===== config.mk =====
export PLATFORM = sky130hd
export DESIGN_NAME = hourly_energy_balance_stats
export DESIGN_NICKNAME = d
export VERILOG_FILES = /design/src/rtl/hebs_pkg.sv /design/src/rtl/hebs_store.sv /design/src/rtl/hebs_accum.sv /design/src/rtl/hebs_div.sv /design/src/rtl/hourly_energy_balance_stats.sv
export SDC_FILE = /design/constraint.sdc
export NUM_CORES = 2
export LEC_CHECK = 0
export BUFFER_PORTS_ARGS = -buffer_cell sky130_fd_sc_hd__buf_2
export CAP_MARGIN = 20
export CORE_MARGIN = 5
export CORE_UTILIZATION = 45
export DETAILED_ROUTE_END_ITERATION = 8
export PLACE_DENSITY = 0.64
export SETUP_SLACK_MARGIN = 0.1
export SYNTH_ARGS = -nofsm -noshare
export SYNTH_HDL_FRONTEND = slang
export SYNTH_SLANG_ARGS = --single-unit

===== constraint.sdc =====
create_clock -name clock -period 6.55 [get_ports clock]
set_input_delay 0.655 -clock clock [delete_from_list [all_inputs] [get_ports clock]]
set_output_delay 0.655 -clock clock [all_outputs]
set_load 0.02 [all_outputs]

===== src/rtl/hebs_pkg.sv =====
// Package for the hourly energy balance statistics block.
// Field widths, default parameters, sequencer states and shared types.
// No dependencies.
package hebs_pkg;

   // default table size and sample width
   localparam int SLOTS_DEF       = 24;
   localparam int SAMPLE_BITS_DEF = 16;

   // result field widths
   localparam int WH_BITS    = 21;
   localparam int W_BITS     = 16;
   localparam int HOUR_BITS  = 5;
   localparam int RATIO_BITS = 10;

   localparam int                   PERMILLE = 1000;
   localparam logic [HOUR_BITS-1:0] NO_HOUR  = 5'd31;

   // input kind codes
   localparam logic KIND_RECORD = 1'b0;
   localparam logic KIND_QUERY  = 1'b1;

   typedef enum logic [2:0] {
      ST_IDLE,
      ST_WALK,
      ST_FLUSH,
      ST_START,
      ST_DIV,
      ST_LOAD
   } hebs_state_type;

   // accumulator control from the sequencer
   typedef struct packed {
      logic clear;
      logic beat;
   } hebs_acc_ctl_type;

endpackage


===== src/rtl/hebs_store.sv =====
// Sample store: two SLOTS-deep sample memories with per-slot valid bits.
// Unwritten slots read as zero. No dependencies.
module hebs_store #(
   parameter int SLOTS       = 24,
   parameter int SAMPLE_BITS = 16
) (
   input  logic                       clock,
   input  logic                       reset,
   input  logic                       wr_en,
   input  logic [$clog2(SLOTS)-1:0]   wr_addr,
   input  logic [SAMPLE_BITS-1:0]     wr_prod,
   input  logic [SAMPLE_BITS-1:0]     wr_conso,
   input  logic [$clog2(SLOTS)-1:0]   rd_addr,
   output logic [SAMPLE_BITS-1:0]     rd_prod,
   output logic [SAMPLE_BITS-1:0]     rd_conso
);

   logic [SAMPLE_BITS-1:0] prod_mem  [SLOTS];
   logic [SAMPLE_BITS-1:0] conso_mem [SLOTS];
   logic [SLOTS-1:0]       vld_ff;
   logic [SLOTS-1:0]       vld_in;
   logic [SAMPLE_BITS-1:0] rd_prod_ff;
   logic [SAMPLE_BITS-1:0] rd_conso_ff;
   logic                   rd_vld_ff;

   always_comb begin
      vld_in = vld_ff;
      if (wr_en) begin
         vld_in[wr_addr] = 1'b1;
      end
   end

   always_ff @(posedge clock) begin
      if (reset) begin
         vld_ff <= '0;
      end else begin
         vld_ff <= vld_in;
      end
   end

   always_ff @(posedge clock) begin
      if (wr_en) begin
         prod_mem[wr_addr]  <= wr_prod;
         conso_mem[wr_addr] <= wr_conso;
      end
      rd_prod_ff  <= prod_mem[rd_addr];
      rd_conso_ff <= conso_mem[rd_addr];
      rd_vld_ff   <= vld_ff[rd_addr];
   end

   assign rd_prod  = rd_vld_ff ? rd_prod_ff  : '0;
   assign rd_conso = rd_vld_ff ? rd_conso_ff : '0;

endmodule


===== src/rtl/hebs_accum.sv =====
// Walk accumulator: sums, self-used and surplus sums, and first-peak tracking.
// Takes one slot per beat. Depends on hebs_pkg.
module hebs_accum #(
   parameter int SLOTS       = 24,
   parameter int SAMPLE_BITS = 16
) (
   input  logic                                    clock,
   input  hebs_pkg::hebs_acc_ctl_type              ctl,
   input  logic [$clog2(SLOTS)-1:0]                slot,
   input  logic [SAMPLE_BITS-1:0]                  prod,
   input  logic [SAMPLE_BITS-1:0]                  conso,
   output logic [SAMPLE_BITS+$clog2(SLOTS)-1:0]    tp_sum,
   output logic [SAMPLE_BITS+$clog2(SLOTS)-1:0]    tc_sum,
   output logic [SAMPLE_BITS+$clog2(SLOTS)-1:0]    self_sum,
   output logic [SAMPLE_BITS+$clog2(SLOTS)-1:0]    inj_sum,
   output logic [SAMPLE_BITS-1:0]                  pk_prod,
   output logic [$clog2(SLOTS)-1:0]                pk_prod_slot,
   output logic [SAMPLE_BITS-1:0]                  pk_conso,
   output logic [$clog2(SLOTS)-1:0]                pk_conso_slot
);

   localparam int IDX_W = $clog2(SLOTS);
   localparam int SUM_W = SAMPLE_BITS + IDX_W;

   logic [SUM_W-1:0]       tp_ff, tp_in, tc_ff, tc_in;
   logic [SUM_W-1:0]       self_ff, self_in, inj_ff, inj_in;
   logic [SAMPLE_BITS-1:0] pkp_ff, pkp_in, pkc_ff, pkc_in;
   logic [IDX_W-1:0]       hrp_ff, hrp_in, hrc_ff, hrc_in;
   logic [SAMPLE_BITS-1:0] low_w;
   logic [SAMPLE_BITS-1:0] surplus_w;

   always_comb begin
      low_w     = (prod < conso) ? prod : conso;
      surplus_w = (prod > conso) ? (prod - conso) : '0;
      tp_in   = tp_ff;
      tc_in   = tc_ff;
      self_in = self_ff;
      inj_in  = inj_ff;
      pkp_in  = pkp_ff;
      pkc_in  = pkc_ff;
      hrp_in  = hrp_ff;
      hrc_in  = hrc_ff;
      if (ctl.clear) begin
         tp_in   = '0;
         tc_in   = '0;
         self_in = '0;
         inj_in  = '0;
         pkp_in  = '0;
         pkc_in  = '0;
         hrp_in  = '0;
         hrc_in  = '0;
      end else if (ctl.beat) begin
         tp_in   = tp_ff + SUM_W'(prod);
         tc_in   = tc_ff + SUM_W'(conso);
         self_in = self_ff + SUM_W'(low_w);
         inj_in  = inj_ff + SUM_W'(surplus_w);
         // strict compare keeps the first hour of a tie
         if (prod > pkp_ff) begin
            pkp_in = prod;
            hrp_in = slot;
         end
         if (conso > pkc_ff) begin
            pkc_in = conso;
            hrc_in = slot;
         end
      end
   end

   always_ff @(posedge clock) begin
      tp_ff   <= tp_in;
      tc_ff   <= tc_in;
      self_ff <= self_in;
      inj_ff  <= inj_in;
      pkp_ff  <= pkp_in;
      pkc_ff  <= pkc_in;
      hrp_ff  <= hrp_in;
      hrc_ff  <= hrc_in;
   end

   assign tp_sum        = tp_ff;
   assign tc_sum        = tc_ff;
   assign self_sum      = self_ff;
   assign inj_sum       = inj_ff;
   assign pk_prod       = pkp_ff;
   assign pk_prod_slot  = hrp_ff;
   assign pk_conso      = pkc_ff;
   assign pk_conso_slot = hrc_ff;

endmodule


===== src/rtl/hebs_div.sv =====
// Ratio unit: floor(self * 1000 / total) by restoring division, one bit a cycle.
// Quotient never exceeds 1000 since self <= total. Depends on hebs_pkg.
module hebs_div #(
   parameter int SUM_W = 21
) (
   input  logic                            clock,
   input  logic                            reset,
   input  logic                            start,
   input  logic [SUM_W-1:0]                num,
   input  logic [SUM_W-1:0]                den,
   output logic                            done,
   output logic [hebs_pkg::RATIO_BITS-1:0] quot
);

   localparam int RB    = hebs_pkg::RATIO_BITS;
   localparam int NUM_W = SUM_W + RB;
   localparam int CNT_W = $clog2(RB);

   logic [NUM_W-1:0] rem_ff, rem_in;
   logic [NUM_W-1:0] dv_ff, dv_in;
   logic [RB-1:0]    q_ff, q_in;
   logic [CNT_W-1:0] cnt_ff, cnt_in;
   logic             busy_ff, busy_in;
   logic             done_ff, done_in;
   logic             zero_ff, zero_in;
   logic [NUM_W-1:0] num_x;

   always_comb begin
      num_x   = NUM_W'(num);
      rem_in  = rem_ff;
      dv_in   = dv_ff;
      q_in    = q_ff;
      cnt_in  = cnt_ff;
      busy_in = busy_ff;
      done_in = 1'b0;
      zero_in = zero_ff;
      if (start) begin
         // times 1000 = 1024 - 16 - 8
         rem_in  = (num_x << 10) - (num_x << 4) - (num_x << 3);
         dv_in   = NUM_W'(den) << (RB - 1);
         q_in    = '0;
         cnt_in  = '0;
         busy_in = 1'b1;
         zero_in = (den == '0);
      end else if (busy_ff) begin
         if (rem_ff >= dv_ff) begin
            rem_in = rem_ff - dv_ff;
            q_in   = {q_ff[RB-2:0], 1'b1};
         end else begin
            q_in   = {q_ff[RB-2:0], 1'b0};
         end
         dv_in  = dv_ff >> 1;
         cnt_in = cnt_ff + 1'b1;
         if (cnt_ff == CNT_W'(RB - 1)) begin
            busy_in = 1'b0;
            done_in = 1'b1;
         end
      end
   end

   always_ff @(posedge clock) begin
      if (reset) begin
         busy_ff <= 1'b0;
         done_ff <= 1'b0;
      end else begin
         busy_ff <= busy_in;
         done_ff <= done_in;
      end
   end

   always_ff @(posedge clock) begin
      rem_ff  <= rem_in;
      dv_ff   <= dv_in;
      q_ff    <= q_in;
      cnt_ff  <= cnt_in;
      zero_ff <= zero_in;
   end

   assign done = done_ff;
   assign quot = zero_ff ? '0 : q_ff;

endmodule


===== src/rtl/hourly_energy_balance_stats.sv =====
// Hourly energy balance statistics, top level.
// Depends on hebs_pkg, hebs_store, hebs_accum and hebs_div.
//
// Usage:
//  - req_ channel carries one item per transfer. A record item (kind 0) stores
//    prod_w/conso_w in the slot of its hour, unless the hour is out of range or
//    equals the last recorded hour. It gives no result.
//  - A query item (kind 1) walks all SLOTS slots through the stored samples,
//    one slot a cycle, then runs a 10-step restoring division for the
//    self-consumption ratio. Its result is then loaded into the output
//    register and raised on rsp_valid; req_ready is low meanwhile.
//  - Sums and peaks are returned in watt-hours and watts; kWh scaling is left
//    to software. The ratio is 0 when total production is 0.
//  - A finished result sits in an output register until rsp_ready takes it;
//    records are still taken meanwhile. A second query finishes its work and
//    then waits for the output register to free up.
//  - Reset (synchronous, active high) empties the table (every slot reads
//    zero) and forgets the last recorded hour; it takes effect at once.
module hourly_energy_balance_stats #(
   parameter int SLOTS       = hebs_pkg::SLOTS_DEF,
   parameter int SAMPLE_BITS = hebs_pkg::SAMPLE_BITS_DEF
) (
   input  logic                                   clock,
   input  logic                                   reset,
   input  logic                                   req_valid,
   output logic                                   req_ready,
   input  logic                                   req_kind,
   input  logic [4:0]                             req_hour,
   input  logic [15:0]                            req_prod_w,
   input  logic [15:0]                            req_conso_w,
   output logic                                   rsp_valid,
   input  logic                                   rsp_ready,
   output logic [hebs_pkg::WH_BITS-1:0]           rsp_total_prod_wh,
   output logic [hebs_pkg::WH_BITS-1:0]           rsp_total_conso_wh,
   output logic [hebs_pkg::WH_BITS-1:0]           rsp_self_used_wh,
   output logic [hebs_pkg::WH_BITS-1:0]           rsp_injected_wh,
   output logic [hebs_pkg::W_BITS-1:0]            rsp_peak_prod_w,
   output logic [hebs_pkg::HOUR_BITS-1:0]         rsp_peak_prod_hour,
   output logic [hebs_pkg::W_BITS-1:0]            rsp_peak_conso_w,
   output logic [hebs_pkg::HOUR_BITS-1:0]         rsp_peak_conso_hour,
   output logic [hebs_pkg::RATIO_BITS-1:0]        rsp_self_ratio_permille
);

   localparam int IDX_W = $clog2(SLOTS);
   localparam int SUM_W = SAMPLE_BITS + IDX_W;
   localparam logic [6:0] SLOTS_L = 7'(SLOTS);

   hebs_pkg::hebs_state_type state_ff, state_in;

   logic [IDX_W-1:0]                    idx_ff, idx_in;
   logic                                beat_ff;
   logic [IDX_W-1:0]                    beat_idx_ff;
   logic [hebs_pkg::HOUR_BITS-1:0]      last_hour_ff, last_hour_in;
   logic                                rsp_valid_ff, rsp_valid_in;

   logic                                accept;
   logic                                rec_ok;
   logic                                wr_en;
   logic                                slot_free;
   logic                                load_out;
   logic                                div_start;
   logic                                div_done;
   hebs_pkg::hebs_acc_ctl_type          acc_ctl;

   logic [SAMPLE_BITS-1:0]              rd_prod, rd_conso;
   logic [SUM_W-1:0]                    tp_sum, tc_sum, self_sum, inj_sum;
   logic [SAMPLE_BITS-1:0]              pk_prod, pk_conso;
   logic [IDX_W-1:0]                    pk_prod_slot, pk_conso_slot;
   logic [hebs_pkg::RATIO_BITS-1:0]     quot;

   // output register
   logic [hebs_pkg::WH_BITS-1:0]        o_tp_ff, o_tc_ff, o_self_ff, o_inj_ff;
   logic [hebs_pkg::W_BITS-1:0]         o_pkp_ff, o_pkc_ff;
   logic [hebs_pkg::HOUR_BITS-1:0]      o_hrp_ff, o_hrc_ff;
   logic [hebs_pkg::RATIO_BITS-1:0]     o_ratio_ff;

   assign accept    = req_valid & req_ready;
   assign slot_free = ~rsp_valid_ff | rsp_ready;

   // a record lands only for an in-range hour that differs from the last one
   assign rec_ok = ({2'b00, req_hour} < SLOTS_L) && (req_hour != last_hour_ff);
   assign wr_en  = accept && (req_kind == hebs_pkg::KIND_RECORD) && rec_ok;

   // next state
   always_comb begin
      state_in = state_ff;
      unique case (state_ff)
         hebs_pkg::ST_IDLE: begin
            if (accept && (req_kind == hebs_pkg::KIND_QUERY)) begin
               state_in = hebs_pkg::ST_WALK;
            end
         end
         hebs_pkg::ST_WALK: begin
            if (idx_ff == IDX_W'(SLOTS - 1)) begin
               state_in = hebs_pkg::ST_FLUSH;
            end
         end
         hebs_pkg::ST_FLUSH: state_in = hebs_pkg::ST_START;
         hebs_pkg::ST_START: state_in = hebs_pkg::ST_DIV;
         hebs_pkg::ST_DIV: begin
            if (div_done) begin
               state_in = hebs_pkg::ST_LOAD;
            end
         end
         hebs_pkg::ST_LOAD: begin
            if (slot_free) begin
               state_in = hebs_pkg::ST_IDLE;
            end
         end
         default: state_in = hebs_pkg::ST_IDLE;
      endcase
   end

   // sequencer outputs
   always_comb begin
      req_ready     = 1'b0;
      acc_ctl.clear = 1'b0;
      div_start     = 1'b0;
      load_out      = 1'b0;
      unique case (state_ff)
         hebs_pkg::ST_IDLE: begin
            req_ready     = 1'b1;
            acc_ctl.clear = req_valid && (req_kind == hebs_pkg::KIND_QUERY);
         end
         hebs_pkg::ST_START: div_start = 1'b1;
         hebs_pkg::ST_LOAD:  load_out  = slot_free;
         default: ;
      endcase
      acc_ctl.beat = beat_ff;
   end

   always_comb begin
      idx_in = '0;
      if (state_ff == hebs_pkg::ST_WALK) begin
         idx_in = idx_ff + 1'b1;
      end
      last_hour_in = wr_en ? req_hour : last_hour_ff;
      rsp_valid_in = load_out | (rsp_valid_ff & ~rsp_ready);
   end

   always_ff @(posedge clock) begin
      if (reset) begin
         state_ff     <= hebs_pkg::ST_IDLE;
         idx_ff       <= '0;
         beat_ff      <= 1'b0;
         last_hour_ff <= hebs_pkg::NO_HOUR;
         rsp_valid_ff <= 1'b0;
      end else begin
         state_ff     <= state_in;
         idx_ff       <= idx_in;
         beat_ff      <= (state_ff == hebs_pkg::ST_WALK);
         last_hour_ff <= last_hour_in;
         rsp_valid_ff <= rsp_valid_in;
      end
   end

   // slot number travels with the registered read
   always_ff @(posedge clock) begin
      beat_idx_ff <= idx_ff;
   end

   hebs_store #(
      .SLOTS       (SLOTS),
      .SAMPLE_BITS (SAMPLE_BITS)
   ) u_store (
      .clock    (clock),
      .reset    (reset),
      .wr_en    (wr_en),
      .wr_addr  (IDX_W'(req_hour)),
      .wr_prod  (SAMPLE_BITS'(req_prod_w)),
      .wr_conso (SAMPLE_BITS'(req_conso_w)),
      .rd_addr  (idx_ff),
      .rd_prod  (rd_prod),
      .rd_conso (rd_conso)
   );

   hebs_accum #(
      .SLOTS       (SLOTS),
      .SAMPLE_BITS (SAMPLE_BITS)
   ) u_accum (
      .clock         (clock),
      .ctl           (acc_ctl),
      .slot          (beat_idx_ff),
      .prod          (rd_prod),
      .conso         (rd_conso),
      .tp_sum        (tp_sum),
      .tc_sum        (tc_sum),
      .self_sum      (self_sum),
      .inj_sum       (inj_sum),
      .pk_prod       (pk_prod),
      .pk_prod_slot  (pk_prod_slot),
      .pk_conso      (pk_conso),
      .pk_conso_slot (pk_conso_slot)
   );

   hebs_div #(
      .SUM_W (SUM_W)
   ) u_div (
      .clock (clock),
      .reset (reset),
      .start (div_start),
      .num   (self_sum),
      .den   (tp_sum),
      .done  (div_done),
      .quot  (quot)
   );

   // result register; sums wrap to the field width
   always_ff @(posedge clock) begin
      if (load_out) begin
         o_tp_ff    <= hebs_pkg::WH_BITS'(tp_sum);
         o_tc_ff    <= hebs_pkg::WH_BITS'(tc_sum);
         o_self_ff  <= hebs_pkg::WH_BITS'(self_sum);
         o_inj_ff   <= hebs_pkg::WH_BITS'(inj_sum);
         o_pkp_ff   <= hebs_pkg::W_BITS'(pk_prod);
         o_hrp_ff   <= hebs_pkg::HOUR_BITS'(pk_prod_slot);
         o_pkc_ff   <= hebs_pkg::W_BITS'(pk_conso);
         o_hrc_ff   <= hebs_pkg::HOUR_BITS'(pk_conso_slot);
         o_ratio_ff <= quot;
      end
   end

   assign rsp_valid               = rsp_valid_ff;
   assign rsp_total_prod_wh       = o_tp_ff;
   assign rsp_total_conso_wh      = o_tc_ff;
   assign rsp_self_used_wh        = o_self_ff;
   assign rsp_injected_wh         = o_inj_ff;
   assign rsp_peak_prod_w         = o_pkp_ff;
   assign rsp_peak_prod_hour      = o_hrp_ff;
   assign rsp_peak_conso_w        = o_pkc_ff;
   assign rsp_peak_conso_hour     = o_hrc_ff;
   assign rsp_self_ratio_permille = o_ratio_ff;

`ifndef SYNTHESIS
   a_ratio_range: assert property (@(posedge clock) disable iff (reset)
      rsp_valid |-> (rsp_self_ratio_permille <= 10'(hebs_pkg::PERMILLE)))
      else $error("ratio above 1000 permille");

   a_div_done_state: assert property (@(posedge clock) disable iff (reset)
      div_done |-> (state_ff == hebs_pkg::ST_DIV))
      else $error("divider finished outside of the divide state");

   a_last_hour: assert property (@(posedge clock) disable iff (reset)
      wr_en |=> (last_hour_ff == $past(req_hour)))
      else $error("last hour not updated by a stored record");

   a_no_load_over_pending: assert property (@(posedge clock) disable iff (reset)
      (rsp_valid_ff && !rsp_ready) |-> !load_out)
      else $error("result overwritten before transfer");
`endif

endmodule


==> flow_summary_export.csv <==
group,metric,value,unit
outcome,status,"completed",
drt,post-route-drc-count,0,
critical_path,arrival,6.58,ns
die,start_util,0.4513,
pwr,ir_drop,0.2129,mV
clock_tree,clkSinkCount,1185,
die,dieHeight,348.2,um
critical_path,cp_max_fo,43,
clock_tree,clk_path_buf_depth,3,
grt,grt_usage,0.2018,
synthesis,syn_area_per_cell,15.03,um2
sta,tightest_slew,0.9014,ns
drt,drt-initial-drc-count,2357,
grt,grt_max_degree,75,
die,io_pins,180,
drt,postRouteWirelength,124000,um
critical_path,crit_path_end_kind,"flip-flop",
critical_path,regToRegStartpoint,"u_store.rd_vld_ff$_DFF_P_",
synthesis,synth_fp_nets,3662,
synthesis,synthesis.area,51460,um2
sta,finalHoldViolations,0,
critical_path,rr_worst_depth,24,
pwr,power.density,265.0,nW/um2
drt,wl_met3,7212,um
critical_path,cpPeakStageDelay,0.57,ns
critical_path,regToRegEndpoint,"u_accum.self_sum[18]$_SDFFE_PP0P_",
grt,grt_pass1_vias,28800,
sta,rsz0062_at_grt,"false",
synthesis,synth_edf_count,957,
die,die_width,348.2,um
sta,fin_ws,0.5678,ns
clock_tree,htree_num_levels,3,
synthesis,async_reset_ff_frac,0,
critical_path,crit_chain,"buf_4 > nand2_1 > fa_1 > a21boi_0 > o22ai_1 > o2bb2ai_1 > o31ai_1 > a21oi_2 > o21ai_2 > a221o_2 > buf_4 > o21ai_0 > ha_1 > inv_1 > fa_1 > inv_1 > a21oi_1 > o21bai_1 > a21oi_1 > o311ai_2 > a31oi_1 > a211oi_2 > a211oi_1 > a31o_2",
drt,viasPerCell,5.573,
placed_design,portBuffers,179,
sta,period_needed,5.982,ns
clock_tree,cts_tree,"built",
placed_design,routabilityCongestion,0.8834,
drt,highest_layer,"met5",
sta,setup_viol,0,
placed_design,pre_cts_ws,0.4463,ns
drt,vias,29300,
critical_path,path_buf_inv,4,
clock_tree,postCtsSetupRepairBufs,0,
drt,drtPass1Iterations,5,
grt,antenna_found_initial,17,
grt,overflow,0,
cells_and_area,layout-drive-gt1-share,0.1904,
synthesis,ys_types,87,
synthesis,ys_ff_latch,1185,
critical_path,r2r_slack,0.57,ns
clock_tree,cts-root-buf,"clkbuf_16",
run,maxCapViolCount,0,
sta,tns,0,ns
critical_path,critPathRequiredTime,7.15,ns
synthesis,ys_seq_area_frac,0.6472,
sta,finClkSkew,0.02188,ns
sta,whs,0.2863,ns
die,rows,124,
grt,grt_pass1_wl,185400,um
drt,m1WireLength,51720,um
drt,wl_per_cell,23.57,um
drt,met2_length,61540,um
die,die_area,121200,um2
sta,worst_slew_margin_rel,0.3976,
worst_hold_path,hp-class,"in -> reg",
clock_tree,clock_latency,0.71,ns
pwr,p_leak,20.27,nW
synthesis,synth_cells,3423,
worst_hold_path,holdPathEnd,"last_hour_ff[3]$_SDFFE_PP1P_",
cells_and_area,layout.nets,3873,
critical_path,cpLargestDelayFamily,"compound AO/OA/AOI/OAI gates",
critical_path,path_class,"reg -> reg",
worst_hold_path,hold_start,"req_hour[3]",
synthesis,synth_ff_type,"edfxtp_1",
synthesis,yosys_warnings,0,
critical_path,slowest_stage,"fa_1",
critical_path,cp-start-kind,"flip-flop",
clock_tree,cts_buffers,120,
die,core_area,114000,um2
cells_and_area,areaGrowthSynthToFinish,13.06,%
worst_hold_path,hold_depth,2,
sta,slew_viol_final,0,
sta,clock.fmax,0.1672,GHz
sta,post-route-period-util,0.9133,
placed_design,hpwlAfterDp,77770,um
drt,ant_nets,0,
clock_tree,path_clk_slew,0.06,ns
worst register-to-register path, cell delays in order (launching register included):
cell	delay, ns
dfxtp_1	0.33
buf_4	0.35
nand2_1	0.29
fa_1	0.57
a21boi_0	0.16
o22ai_1	0.15
o2bb2ai_1	0.16
o31ai_1	0.12
a21oi_2	0.26
o21ai_2	0.11
a221o_2	0.36
buf_4	0.23
o21ai_0	0.20
ha_1	0.20
inv_1	0.06
fa_1	0.43
inv_1	0.08
a21oi_1	0.07
o21bai_1	0.22
a21oi_1	0.18
o311ai_2	0.42
a31oi_1	0.17
a211oi_2	0.39
a211oi_1	0.13
a31o_2	0.24
area by class of cell:
cell class	instances	area, um2
Antenna cell	6	15.01
Clock buffer	151	3159
Clock inverter	77	644.4
Fill cell	9460	55860
Inverter	139	521.8
Multi-Input combinational cell	1956	17280
Sequential cell	1185	33320
Tap cell	1512	1892
Timing Repair Buffer	232	1344
per-layer routing:
metal | vias up | GRT usage
met5 | - | 0
met4 | 10 | 0.05665
met3 | 214 | 0.03323
met2 | 848 | 0.3434
met1 | 14700 | 0.2706
li1 | 13530 | -
registers in the layout (all words and copies together), names as in the netlist, 24 cells and up:
register           cells
u_store.vld_ff        24
u_div.dv_ff           30
u_div.rem_ff          31
u_store.prod_mem     384
u_store.conso_mem    384
logic make-up (layout without fill, tap and decap cells):
kind of cell / after synthesis / in the layout / synth area share
AO/OA/AOI/OAI: 519 / 519 / 0.06322
XOR/XNOR: 138 / 138 / 0.02349
adder cells (fa/ha/maj): 198 / 198 / 0.05101
buffers and inverters: 282 / 599 / 0.02140
flip-flops: 1185 / 1185 / 0.6472
multiplexers: 368 / 368 / 0.1287
other: 0 / 6 / 0
AND/OR/NAND/NOR: 733 / 733 / 0.06502
layout by cell type, fill, tap and decap left out, types with 14 or more instances in the layout:
cell / count
edfxtp_1: 957
o21ai_0: 99
mux4_2: 231
a21o_1: 58
o31ai_1: 32
fa_1: 20
nand2_1: 137
or3_1: 15
xor2_1: 64
and3_1: 14
nand3_1: 49
nand4_1: 25
nor3_1: 33
clkbuf_16: 120
a21oi_1: 190
dfxtp_1: 222
a211oi_1: 18
nor2_1: 314
nand2b_1: 17
and2_1: 23
clkinv_2: 21
inv_1: 137
o21bai_1: 15
xnor2_1: 74
nor2_4: 24
buf_4: 49
buf_2: 179
nor2b_1: 34
clkbuf_1: 27
ha_1: 177
clkinv_1: 31
mux2i_1: 124
Yosys cell counts, types with 5 or more instances:
cell type | instances | area (um2)
mux2_4 | 9 | 135.1
xor2_1 | 64 | 560.5
and2_1 | 23 | 143.9
or3_1 | 15 | 93.84
dfxtp_1 | 228 | 4564
or2_2 | 5 | 31.28
a211o_1 | 8 | 70.07
a211oi_1 | 19 | 142.6
a21oi_1 | 190 | 950.9
o21ai_1 | 6 | 30.03
nor2b_1 | 34 | 212.7
and3_1 | 16 | 100.1
o31ai_1 | 32 | 240.2
inv_1 | 137 | 514.2
nand4_1 | 25 | 156.4
nor4_1 | 11 | 68.82
a21o_1 | 58 | 435.4
o21a_1 | 13 | 97.59
a31o_2 | 5 | 43.79
nand3_1 | 50 | 250.2
mux2i_1 | 124 | 1241
o21ai_0 | 99 | 495.5
nand2_1 | 137 | 514.2
nor3_1 | 34 | 170.2
o211ai_1 | 9 | 67.56
buf_2 | 13 | 65.06
nand3b_1 | 7 | 52.55
buf_1 | 37 | 138.9
nor2_1 | 338 | 1269
edfxtp_1 | 957 | 28740
fa_1 | 20 | 400.4
buf_4 | 5 | 37.54
a21boi_0 | 6 | 45.04
xnor2_1 | 74 | 648.1
a31oi_1 | 13 | 81.33
nand2b_1 | 17 | 106.4
clkbuf_1 | 87 | 326.6
o21bai_1 | 15 | 112.6
ha_1 | 177 | 2215
mux4_2 | 231 | 5202
worst max-delay path by stage:
stage	slack (ns)	endpoint	from	cells past startpoint
floorplan	0.85	u_accum.self_sum[18]$_SDFFE_PP0P_	u_store.rd_vld_ff$_DFF_P_	28
global placement	0.54	u_accum.self_sum[18]$_SDFFE_PP0P_	u_store.rd_vld_ff$_DFF_P_	24
detailed placement	0.45	u_accum.self_sum[18]$_SDFFE_PP0P_	u_store.rd_vld_ff$_DFF_P_	24
CTS	0.44	u_accum.self_sum[18]$_SDFFE_PP0P_	u_store.rd_vld_ff$_DFF_P_	24
global route	0.17	u_accum.self_sum[18]$_SDFFE_PP0P_	u_store.rd_vld_ff$_DFF_P_	27
finish	0.57	u_accum.self_sum[18]$_SDFFE_PP0P_	u_store.rd_vld_ff$_DFF_P_	24
stage by stage:
stage	cells	power, mW	utilization	cell area (um2)
2_1_floorplan	3423	8.786	-	51460
3_3_place_gp	5024	9.025	0.4767	54350
3_5_place_dp	5024	9.031	0.4767	54350
4_1_cts	5252	15.58	0.5100	58160
5_1_grt	5253	15.98	0.5101	58170
6_report	5258	15.42	0.5102	58180
where the power goes:
part | switching [mW] | internal (mW)
clock | 2.89 | 3.67
combinational | 0.407 | 0.265
sequential | 0.0475 | 8.15
total | 3.34 | 12.1
what timing repair did:
action                     4_1_cts  5_1_grt
setup endpoints to repair        0        3
gates resized for setup          0        1
hold buffers                     0        0
No activity file was read; power rests on OpenSTA's default activity.
